==> config.mk <==
export PLATFORM = sky130hd
export DESIGN_NAME = wrmf_cell
export DESIGN_NICKNAME = d
export VERILOG_FILES = /design/src/design/wrmf_pkg.sv /design/src/design/wrmf_cell.sv
export SDC_FILE = /design/constraint.sdc
export NUM_CORES = 1
export LEC_CHECK = 0
export ABC_AREA = 1
export BUFFER_PORTS_ARGS = -buffer_cell sky130_fd_sc_hd__buf_2
export CAP_MARGIN = 20
export CORE_MARGIN = 2
export CORE_UTILIZATION = 46
export DETAILED_ROUTE_END_ITERATION = 6
export HOLD_SLACK_MARGIN = 0.08
export PLACE_DENSITY = 0.82
export SETUP_SLACK_MARGIN = 0.5
export SLEW_MARGIN = 20
export SYNTH_ARGS = -nofsm -noshare
export SYNTH_HDL_FRONTEND = slang
export SYNTH_SLANG_ARGS = --single-unit
==> constraint.sdc <==
create_clock -name clk_i -period 2.1 [get_ports clk_i]
set_input_delay 0.21 -clock clk_i [delete_from_list [all_inputs] [get_ports clk_i]]
set_output_delay 0.21 -clock clk_i [all_outputs]
set_load 0.03 [all_outputs]
==> src/design/wrmf_pkg.sv <==
package wrmf_pkg;

  localparam int CHANNELS = 4;
  localparam int BYTE_W   = 8;

  typedef logic [CHANNELS-1:0][BYTE_W-1:0] pix_t;

  typedef enum logic [1:0] {
    MODE_MEDIAN = 2'd0,
    MODE_MIN    = 2'd1,
    MODE_MAX    = 2'd2,
    MODE_MEAN   = 2'd3
  } mode_e;

  typedef enum logic [1:0] {
    REG_MODE   = 2'd0,
    REG_WINDOW = 2'd1,
    REG_WIDTH  = 2'd2,
    REG_HEIGHT = 2'd3
  } reg_e;

  typedef enum logic [2:0] {
    ST_IDLE  = 3'b001,
    ST_FEED  = 3'b010,
    ST_DRAIN = 3'b100
  } state_e;

endpackage

==> src/design/wrmf_cell.sv <==
module wrmf_cell
  import wrmf_pkg::*;
(
  input  logic clk_i,
  input  logic rst_ni,
  input  logic clear_i,
  input  logic in_valid_i,
  input  pix_t in_pix_i,
  output logic out_valid_o,
  output pix_t out_pix_o,
  output pix_t held_o
);

  logic full_q;
  logic ovalid_q;
  pix_t held_q;
  pix_t opix_q;
  pix_t lo;
  pix_t hi;

  always_comb begin
    for (int ch = 0; ch < CHANNELS; ch++) begin
      if (in_pix_i[ch] < held_q[ch]) begin
        lo[ch] = in_pix_i[ch];
        hi[ch] = held_q[ch];
      end else begin
        lo[ch] = held_q[ch];
        hi[ch] = in_pix_i[ch];
      end
    end
  end

  always_ff @(posedge clk_i or negedge rst_ni) begin
    if (!rst_ni) begin
      full_q   <= 1'b0;
      ovalid_q <= 1'b0;
    end else if (clear_i) begin
      full_q   <= 1'b0;
      ovalid_q <= 1'b0;
    end else if (in_valid_i) begin
      full_q   <= 1'b1;
      ovalid_q <= full_q;
    end else begin
      ovalid_q <= 1'b0;
    end
  end

  always_ff @(posedge clk_i) begin
    if (in_valid_i && !clear_i) begin
      if (!full_q) begin
        held_q <= in_pix_i;
      end else begin
        held_q <= lo;
        opix_q <= hi;
      end
    end
  end

  assign out_valid_o = ovalid_q;
  assign out_pix_o   = opix_q;
  assign held_o      = held_q;

endmodule

Word level (Yosys, flattened, before mapping)
Cells that the tools add are included.
{"block": "op_classes", "reduce_logical": 8, "order_cmp": 4, "muxes": 13, "n_eq_ne": 4}
{"op": "2-to-1 mux 8 bit", "n": 8}
{"op": "< comparator 8 bit", "n": 4}
{"op": "2-to-1 mux 32 bit", "n": 1}
{"op": "AND reduction 2 bit", "n": 5}
{"op": "inequality test 2 x 1 -> 1 bit (second input constant)", "n": 4}
{"op": "2-to-1 mux 1 bit", "n": 4}
{"op": "nonzero test 2 bit", "n": 1}
{"op": "logical AND 1 bit", "n": 1}
{"op": "zero test 1 bit", "n": 1}
{"block": "word_totals", "out_inout_bits": 65, "input_bits": 36, "register_bits": 66, "elab_cells": 39}

Depth between registers and ports, before layout
{"block": "logic_depth", "depth_word": 3, "mapped_depth": 10, "depth_no_buf": 10}

Worst setup path after synthesis
Ideal clock, no wire load.
{"block": "synth_path", "path_kind": "input to register", "from": "input in_valid_i", "to": "register opix_q, in the netlist out_pix_o[0], enable pin", "t_required_ps": 1679, "setup_time_ps": 421, "stages": 4, "arrival_ps": 2021, "path_slack_ps": -342, "cell_sequence": "inv_1 or2_2 clkbuf_1 nor2_1"}
{"block": "synth_between", "elab_chain_len": 2}
{"element": "start: declaration", "line_no": "wrmf_cell.sv:7", "text": "input logic in_valid_i,"}
{"element": "logical AND 1 bit", "line_no": "wrmf_cell.sv:49", "text": "if (in_valid_i && !clear_i) begin"}
{"element": "AND reduction 2 bit (no line)"}
{"element": "end signal: assignment", "line_no": "wrmf_cell.sv:54", "text": "opix_q <= hi;"}
{"element": "end: declaration", "line_no": "wrmf_cell.sv:17", "text": "pix_t opix_q;"}
Every way passes these cells.
A chain may end at the register's enable or synchronous reset.

Worst setup path after layout
{"block": "layout_path", "from": "register held_q, in the netlist held_o[29]", "to": "register held_q, in the netlist held_o[25], enable pin"}
{"block": "layout_between", "elab_chain_len": 3}
{"element": "start: declaration", "line_no": "wrmf_cell.sv:16", "text": "pix_t held_q;"}
{"element": "start signal: assignment", "line_no": "wrmf_cell.sv:51", "text": "held_q <= in_pix_i;"}
{"element": "start signal: assignment", "line_no": "wrmf_cell.sv:53", "text": "held_q <= lo;"}
{"element": "< comparator 8 bit", "line_no": "wrmf_cell.sv:23", "text": "if (in_pix_i[ch] < held_q[ch]) begin"}
{"element": "inequality test 2 x 1 -> 1 bit (no line)"}
{"element": "AND reduction 2 bit (no line)"}
Every way passes these cells.

==> results.md <==
- Tcrit/Tclk final: 84.5%
- Critical Path Max Stage Delay: 410 ps
- Number of global-route vias before repair: 2727
- Register bit total from synthesis: 66
- R2R depth: 7
- Post-place setup slack: 194 ps
- Syn Nets: 372
- Hold Crit Class: in -> reg
- Ports: 101
- HPWL after DPL: 5.33 mm
- RSZ-0062 raised after global routing: true
- Hold path startpoint: in_pix_i[28]
- Core Util, Final: 71.3%
- # H-tree levels: 3
- Worst IR Drop VDD: 372 µV
- Root Driver: clkbuf_8
- Setup Viol. Count Final: 0
- Grt ovf: 0
- Post-synth top flop: edfxtp_1
- Initial Util: 48.0%
- Worst-path maximum fanout: 8
- Port bufs: 100
- Avg Inst Size Synth: 10.6 µm²
- Via count: 2748
- Vias per cell: 4.90
- Die H: 88.4 µm
- Sequential element share of the synthesized area: 60.2%
- Flop2flop setup slack: 320 ps
- Mapped Area: 3280 µm²
- Max Cap Viol: 0
- Largest area contributor in the netlist: edfxtp_1
- Sum Neg Setup Slack: 0 ps
- Post-route minimum period: 1780 ps
- TritonCTS clock tree: built
- Worst-Margin Slew: 312 ps
- Cell row count: 30
- Critical Path RT: 2100 ps
- CTS Buf Count: 9
- First-pass GRT wire length: 12.2 mm
- Global placement routability congestion: 0.825
- Worst setup margin: 325 ps
- Netlist cell types: 16
- Antenna Cells: 0
- P_leak: 0.00233 µW
- Clock sinks: 66
- Ys async rst share: 3.03%
- Hold slack: 102 ps
- Slowest-stage cell, CP: edfxtp_1
- Syn-to-layout area delta: 48.5%
- DRC: 0
- CP Launch Type: flip-flop
- Final hold vios: 0
- Critical path class: reg -> reg
- GRT Util Overall: 20.2%
- Synth top area share: 58.6%
- Final max-slew violation count: 0
- CP endpoint kind: flip-flop
- Core Box Area: 6830 µm²
- Clk buf depth: 2
- Die area: 7820 µm²
- Initial antenna violation count: 0
- Post-synth top cells: 99 x nand2_1, 64 x edfxtp_1, 45 x inv_1, 32 x nand3_1, 28 x ha_1
- Top cells by area, synth: edfxtp_1 59%, nand2_1 11%, ha_1 11%, inv_1 5.2%, nand3_1 4.9%
- Most frequent cell after synthesis: nand2_1
- Outcome: completed
- Power Total: 3160 µW
- Fin nets: 524
- Slew margin rel.: 79.2%
- First-pass iteration count of the detailed router: 4
- Worst-skew pair later-pin latency: 320 ps
- Pwr per Cell Area: 648 nW/µm²
- Die X-Extent: 88.4 µm
- Violation count after the first detailed-route iteration: 111
- Clk_skew: 5.57 ps
- Hold Crit Endpoint: held_o[28]$_DFFE_PP_
- WL/cell: 14.5 µm
- Drt total wl: 8.12 mm
- Critical Path AT: 1770 ps
- Highest Clock Rate: 563 MHz
- Post-synthesis cell count: 308
- Reg-to-Reg Start: held_o[29]$_DFFE_PP_
- Yosys warns: 0
- Final ANT Viol Nets: 0
- Worst Hold Depth: 1
- Layout cells sized above 1: 52.7%
- Clock-pin slew on the worst setup and hold paths: 70 ps
- Worst path cell trace: inv_2 > ha_4 > a21oi_2 > nor2_2 > nor3_4 > nand2_4 > a21oi_4
- Reg-to-reg critical path endpoint: held_o[25]$_DFFE_PP_
- Largest net degree at the start of global routing: 21
- Number of flops mapped to enable cells by yosys: 64
registers in the layout (all words and copies together), names as in the netlist:
name / flops
held_o: 32
out_pix_o: 32
full_q: 1
out_valid_o: 1
kinds of logic after synthesis:
group	Yosys count	share of synthesized area, %
adders and majority gates	28	10.7
DFF	66	60.2
buffers and inverters	47	5.42
and+or+nand+nor	152	20.9
AOI/OAI and AO/OA	15	2.82
worst max-delay path by stage:
stage | cells after the start | from | endpoint
floorplan | 7 | held_o[15]$_DFFE_PP_ | held_o[10]$_DFFE_PP_
global placement | 9 | held_o[1]$_DFFE_PP_ | held_o[6]$_DFFE_PP_
detailed placement | 7 | held_o[3]$_DFFE_PP_ | held_o[6]$_DFFE_PP_
CTS | 8 | held_o[13]$_DFFE_PP_ | held_o[8]$_DFFE_PP_
global route | 8 | held_o[23]$_DFFE_PP_ | held_o[17]$_DFFE_PP_
finish | 7 | held_o[29]$_DFFE_PP_ | held_o[25]$_DFFE_PP_
critical path, delay by kind of cell (launching register included):
family          cells  cell delay, ps
fa+ha+maj           1             190
flops               1             410
simple gates        3             310
buf+inv             1              80
compound gates      2             440
final cells by class:
class / instances / area, µm²
tap: 96 / 120
clock inverter: 4 / 18.8
inverter: 45 / 169
timing repair buffer: 143 / 933
multi-input combinational: 195 / 1520
fill: 497 / 1960
clock buffer: 12 / 135
sequential: 66 / 1970
per-layer routing:
| layer | global-route usage [%] | wire (µm) | vias to the layer above |
|---|---|---|---|
| met4 | 7.71 | 156 | 0 |
| met3 | 4.29 | 361 | 15 |
| met5 | 0 | 0 | - |
| met2 | 34.7 | 4260 | 86 |
| li1 | - | - | 1335 |
| met1 | 25.3 | 3340 | 1312 |
cell usage in the layout, fill, tap and decap left out, types with 4 or more instances in the layout:
master and instances:
a21oi_2 7, a21oi_4 5, buf_12 7, buf_2 100, buf_4 29, buf_6 4
clkbuf_8 9, edfxtp_1 64, ha_1 19, ha_4 9, inv_1 35, inv_2 10
nand2_1 57, nand2_2 33, nand2_4 16, nand3_1 32, nor2_2 4
per-stage QoR:
stage	std cells	instance area (µm²)
4_1_cts	554	4550
2_1_floorplan	308	3400
5_1_grt	561	4870
3_3_place_gp	510	4060
6_report	561	4870
3_5_place_dp	510	4060
report_power, final:
group | internal (µW) | switching, µW | leakage (µW) | total [µW]
Sequential | 1520 | 28.0 | 0.000617 | 1550
Combinational | 300 | 432 | 0.00163 | 732
Clock | 420 | 457 | 0.0000816 | 877
Total | 2240 | 917 | 0.00233 | 3160
what timing repair did:
action,4_1_cts,5_1_grt
buffers inserted,25,7
endpoints found under the setup margin,62,64
gates cloned,0,0
hold buffers,3,0
pin swaps,13,17
resized for setup,24,67
hold endpoints to repair,4,0
Power figures use the tool's default switching activity.
