### src/design/wrmf_div.sv
module wrmf_div #(
  parameter int SUM_W = 14,
  parameter int DIV_W = 6
) (
  input  logic             clk_i,
  input  logic             rst_ni,
  input  logic             start_i,
  input  logic [SUM_W-1:0] dividend_i,
  input  logic [DIV_W-1:0] divisor_i,
  output logic [7:0]       quot_o
);

  localparam int STEP_W = $clog2(SUM_W + 1);

  logic [STEP_W-1:0] step_q;
  logic [SUM_W-1:0]  quo_q;
  logic [DIV_W-1:0]  rem_q;
  logic [DIV_W-1:0]  div_q;
  logic [DIV_W:0]    trial;
  logic              take;
  logic [DIV_W:0]    diff;

  assign trial = {rem_q, quo_q[SUM_W-1]};
  assign take  = trial >= {1'b0, div_q};
  assign diff  = trial - {1'b0, div_q};

  always_ff @(posedge clk_i or negedge rst_ni) begin
    if (!rst_ni) begin
      step_q <= '0;
    end else if (start_i) begin
      step_q <= STEP_W'(SUM_W);
    end else if (step_q != '0) begin
      step_q <= step_q - 1'b1;
    end
  end

  always_ff @(posedge clk_i) begin
    if (start_i) begin
      quo_q <= dividend_i;
      rem_q <= '0;
      div_q <= divisor_i;
    end else if (step_q != '0) begin
      quo_q <= {quo_q[SUM_W-2:0], take};
      rem_q <= take ? diff[DIV_W-1:0] : trial[DIV_W-1:0];
    end
  end

  assign quot_o = quo_q[7:0];

endmodule

### config.mk
export PLATFORM = sky130hd
export DESIGN_NAME = wrmf_div
export DESIGN_NICKNAME = d
export VERILOG_FILES = /design/src/design/wrmf_div.sv
export SDC_FILE = /design/constraint.sdc
export NUM_CORES = 1
export LEC_CHECK = 0
export ABC_AREA = 1
export ABC_CLOCK_PERIOD_IN_PS = 1400
export BUFFER_PORTS_ARGS = -buffer_cell sky130_fd_sc_hd__buf_2
export CAP_MARGIN = 20
export CORE_MARGIN = 1.5
export CORE_UTILIZATION = 49
export DETAILED_ROUTE_END_ITERATION = 12
export PLACE_DENSITY = 0.7
export SLEW_MARGIN = 20
export SYNTH_ARGS = -nofsm -noshare
export SYNTH_HDL_FRONTEND = slang
export SYNTH_SLANG_ARGS = --single-unit
export TNS_END_PERCENT = 30
### constraint.sdc
create_clock -name clk_i -period 1.4 [get_ports clk_i]
set_input_delay 0.14 -clock clk_i [delete_from_list [all_inputs] [get_ports clk_i]]
set_output_delay 0.14 -clock clk_i [all_outputs]
set_load 0.03 [all_outputs]
# [Yosys cells after proc, flatten, opt, wreduce, memory -nomap -nowiden]
# Index checks and enable logic that the tools add are counted.
# Widths: inputs -> output; s select.
[totals] reg_bits=30 inputBits=23 out_inout_bits=8
[classes] n_addsub=2 magnitude_cmp=1 mux=5 reduce_logical=2
[op_table] operator="$mux 14" count=2
[op_table] operator="$mux 4" count=2
[op_table] operator="$ge 7x6->1" count=1
[op_table] operator="$mux 6" count=1
[op_table] operator="$sub 6x6->6" count=1
[op_table] operator="$reduce_bool 4->1" count=1
[op_table] operator="$sub 4x1->4 const B" count=1
[op_table] operator="$reduce_bool 2->1" count=1

# [Depth between registers and ports, before layout]
[depth] word_depth=3 depth_mapped=11 mapped_depth_nobuf=11

# [Least setup slack after synthesis]
# No wires, ideal clock.
[synth_path] path_kind="reg-to-reg" startpoint="register step_q[0]" endpoint="register quo_q[0] (enable)" t_arrival_ns=1.192 path_slack_ns=-0.105 stages_incl_launch_ff=6 synth_period_minus_slack_ns=1.505 path_cell_list="dfrtp_1 > inv_1 > ha_1 > nand3_1 > nor2_2 > inv_1"
[synth_via] elab_chain_len=2
[synth_rtl] element="start: declaration" line="15" rtl="logic [STEP_W-1:0] step_q;"
[synth_rtl] element="start signal: assignment" line="31" rtl="step_q <= STEP_W'(SUM_W);"
[synth_rtl] element="start signal: assignment" line="33" rtl="step_q <= step_q - 1'b1;"
[synth_rtl] element="$reduce_bool 4->1" line="42" rtl="end else if (step_q != '0) begin"
[synth_rtl] element="$reduce_bool 2->1 (no source line)"
[synth_rtl] element="end signal: assignment" line="39" rtl="quo_q <= dividend_i;"
[synth_rtl] element="end signal: assignment" line="43" rtl="quo_q <= {quo_q[SUM_W-2:0], take};"
[synth_rtl] element="end: declaration" line="16" rtl="logic [SUM_W-1:0] quo_q;"
# No other way between the ends.
# A chain may end at the register's enable or synchronous reset.

# [Worst setup path in the final report]
[layout_path] startpoint="register div_q[3]" endpoint="register rem_q[2]"
[layout_via] elab_chain_len=2
[layout_rtl] element="start: declaration" line="18" rtl="logic [DIV_W-1:0] div_q;"
[layout_rtl] element="start signal: assignment" line="41" rtl="div_q <= divisor_i;"
[layout_rtl] element="$ge 7x6->1" line="24" rtl="assign take = trial >= {1'b0, div_q};"
[layout_rtl] element="$mux 6" line="44" rtl="rem_q <= take ? diff[DIV_W-1:0] : trial[DIV_W-1:0];"
[layout_rtl] element="end signal: assignment" line="44"
[layout_rtl] element="end: declaration" line="17" rtl="logic [DIV_W-1:0] rem_q;"
# No other way between the ends.

==> flow_metrics.py <==
metrics = {
    "hold_path": {
        "hold_end": "quo_q[12]$_DFFE_PP_",
        "holdPathStages": 3,
        "hp-start": "dividend_i[12]",
        "hold_class": "input pin to flop",
    },
    "global_route": {
        "grt_util_all_layers_pct": 21.2,
        "grt_pass1_wl_mm": 5.57,
        "overflow": 0,
        "grt_max_degree": 13,
        "antenna_found_initial": 0,
        "grt_pass1_vias": 1288,
    },
    "sta": {
        "setup_tns_ps": -968,
        "fin_crit_sh_pct": 111,
        "finClkSkew_ps": 12.2,
        "final-hold-violation-count": 0,
        "finalSetupViolations": 7,
        "min_period_ps": 1550,
        "rsz0062_at_grt": "true",
        "slew_viol_final": 0,
        "setup_ws_ps": -154,
        "max_slew_margin_pct": 79.0,
        "worst_slew_pin_slew_ps": 313,
        "fmax_mhz": 643,
    },
    "synthesis": {
        "syn-cell-area_sq_um": 1700,
        "synth_nets": 228,
        "synth_seq_cells": 30,
        "synth_area_leaders": "edfxtp_1 (35%), nand2_1 (16%), dfxtp_1 (7.1%)",
        "synth_common_cells": "nand2_1 (72), inv_1 (25), edfxtp_1 (20)",
        "yosys_warnings": 0,
        "synth_edf_count": 20,
        "synthFlopType": "edfxtp_1",
        "yosysTopAreaCellShare_pct": 35.4,
        "seq_area_frac_synth_pct": 48.3,
        "ys_types": 28,
        "netlist_instances": 195,
        "synth.most_common_cell": "nand2_1",
        "async_flop_share_pct": 13.3,
        "synth_largest_area_cell": "edfxtp_1",
        "synth_area_per_cell_sq_um": 8.71,
    },
    "setup_path": {
        "ff2ff_path_depth": 8,
        "rr_startpoint": "div_q[3]$_DFFE_PP_",
        "path_max_fanout": 7,
        "criticalPathCategory": "flop to flop",
        "rr_endpoint": "rem_q[2]$_SDFFE_PP0P_",
        "arrival_ps": 1770,
        "ff2ff_setup_slack_ps": -150,
        "crit_path_end_kind": "flop",
        "critPathLaunchType": "flop",
        "cp.required_ps": 1620,
    },
    "clock_network": {
        "cts_tree": "done",
        "insertion_delay_ps": 340,
        "cts_sinks": 30,
        "cts_buffer_depth": 2,
        "htree_levels": 2,
        "clock_tree.root_cell": "clkbuf_4",
        "cts-buffers-inserted": 5,
        "clkSlewWorstSetupHoldPaths_ps": 100,
    },
    "placement": {
        "portBuffers": 30,
        "gp_congestion": 0.870,
        "dp_cells": 282,
        "dp_hpwl_mm": 2.62,
        "postPlaceCellArea_sq_um": 2050,
    },
    "power_and_ir_drop": {
        "comb_power_share_pct": 51.9,
        "power_density_nw_per_um2": 1700,
        "p_sw_share_pct": 39.2,
        "power.static_leakage_nw": 1.14,
        "p_int_w": 0.00240,
        "vdd_drop_max_mv": 0.998,
        "seqPwrFrac_pct": 31.2,
        "power_switching_w": 0.00155,
        "clockPowerShare_pct": 16.9,
    },
    "drt": {
        "drt-vias-per-instance": 4.84,
        "drt_first_pass_iters": 4,
        "drtIter0Drc": 45,
        "antenna_left": 0,
        "wirelength_mm": 3.75,
        "num_vias": 1438,
        "wire_per_inst_um": 12.6,
        "drc": 0,
    },
    "floorplan": {
        "core_sq_um": 3340,
        "placementRows": 21,
        "io_pins": 31,
        "die_area_sq_um": 3830,
        "die_y_um": 61.9,
        "die_w_um": 61.9,
        "start_util_pct": 50.9,
    },
    "outcome": {
        "violations": "negative setup slack",
        "status": "finished, violations left",
    },
    "cells_and_area": {
        "syn_to_final_growth_pct": 37.0,
        "nets": 283,
        "final_util_pct": 69.7,
        "antenna_cells": 0,
        "fin_cells": 297,
        "drive_gt1_share_pct": 38.6,
        "fin_area_sq_um": 2330,
    },
    "run": {
        "maxCapViolations": 0,
    },
}
==> power groups by stage <==
stage          clock (W)  combinational [W]  sequential, W
2_1_floorplan          0            0.00119        0.00121
3_3_place_gp           0            0.00167        0.00123
3_5_place_dp           0            0.00170        0.00123
4_1_cts         0.000683            0.00193        0.00122
5_1_grt         0.000714            0.00221        0.00125
6_report        0.000669            0.00205        0.00123
==> state kept, by name (all words and copies together), names as in the netlist <==
name	count
quo_q	14
step_q	4
rem_q	6
div_q	6
==> repair_timing <==
| action | CTS | global route |
|---|---|---|
| gates cloned | 0 | 0 |
| hold endpoints to repair | 10 | 0 |
| setup buffers | 0 | 0 |
| pin swaps | 3 | 6 |
| resized for setup | 19 | 10 |
| setup endpoints to repair | 7 | 22 |
| hold buffers | 7 | 0 |
==> cell type report <==
type	count	area, sq um
Clock inverter	2	33.8
Sequential cell	30	821
Clock buffer	6	41.3
Multi-Input combinational cell	127	882
Tap cell	46	57.6
Fill cell	274	1010
Inverter	27	105
Timing Repair Buffer	59	385
==> metal layers <==
| metal | wire (um) | share of wire, % | GRT usage [%] | vias to the layer above |
|---|---|---|---|---|
| li1 | - | - | - | 726 |
| met1 | 1590 | 43 | 25.3 | 661 |
| met2 | 1880 | 50 | 34.4 | 42 |
| met3 | 177 | 4.7 | 6.42 | 9 |
| met4 | 94 | 2.5 | 10.9 | 0 |
| met5 | 0 | 0 | 0 | - |
==> worst max-delay path by stage <==
stage / endpoint / depth (start not counted) / start
after floorplan: quo_q[0]$_DFFE_PP_ / 5 / step_q[1]$_DFFE_PN0P_
after detailed placement: rem_q[0]$_SDFFE_PP0P_ / 10 / div_q[4]$_DFFE_PP_
after global placement: rem_q[4]$_SDFFE_PP0P_ / 10 / div_q[4]$_DFFE_PP_
after global routing: rem_q[4]$_SDFFE_PP0P_ / 8 / div_q[0]$_DFFE_PP_
final: rem_q[2]$_SDFFE_PP0P_ / 8 / div_q[3]$_DFFE_PP_
after CTS: quo_q[0]$_DFFE_PP_ / 8 / div_q[4]$_DFFE_PP_
==> per-stage QoR <==
step / power (W) / hold WS [ps] / setup slack [ps]
detailed placement: 0.00293 / -50.4 / -250
CTS: 0.00384 / 48.4 / -127
floorplan: 0.00240 / -156 / -54.9
finish: 0.00395 / 61.6 / -154
global placement: 0.00290 / -53.2 / -186
global route: 0.00418 / 56.8 / -210
==> cell families (layout without fill, tap and decap cells) <==
| kind of cell | count (synthesis) | in the layout | synth area share (%) |
|---|---|---|---|
| AND/OR/NAND/NOR | 106 | 106 | 28.9 |
| AO/OA/AOI/OAI | 7 | 7 | 2.58 |
| XOR/XNOR | 4 | 4 | 2.06 |
| flip-flops | 30 | 30 | 48.3 |
| buffers and inverters | 38 | 94 | 10.3 |
| adder cells (fa/ha/maj) | 10 | 10 | 7.81 |
==> cells in the final DEF, fill, tap and decap left out, types with 2 or more instances in the layout <==
cell type / netlist / routed
a31oi_1: 2 / 2
buf_2: 2 / 30
buf_4: 8 / 22
clkbuf_4: 0 / 5
clkinv_1: 1 / 2
dfrtp_1: 4 / 4
dfxtp_1: 6 / 6
dlygate4sd3_1: 0 / 7
edfxtp_1: 20 / 20
ha_1: 9 / 3
ha_4: 0 / 5
inv_1: 25 / 19
inv_2: 1 / 6
nand2_1: 72 / 65
nand2_2: 1 / 6
nand2_4: 3 / 4
nand3_1: 17 / 10
nand3_2: 1 / 6
nand3_4: 0 / 2
nand3b_1: 3 / 3
nand4_1: 2 / 2
nor2_1: 3 / 3
nor2_4: 0 / 3
xnor2_1: 2 / 2
xor2_1: 2 / 2
==> critical path, stage by stage (launching register included) <==
cell and delay [ps]:
edfxtp_1 390, inv_1 80, ha_1 260, nand2_4 130
nor2_4 50, a21oi_4 270, nand3b_1 110, nand3_1 80
nand2_1 70
Power figures use the tool's default switching activity.
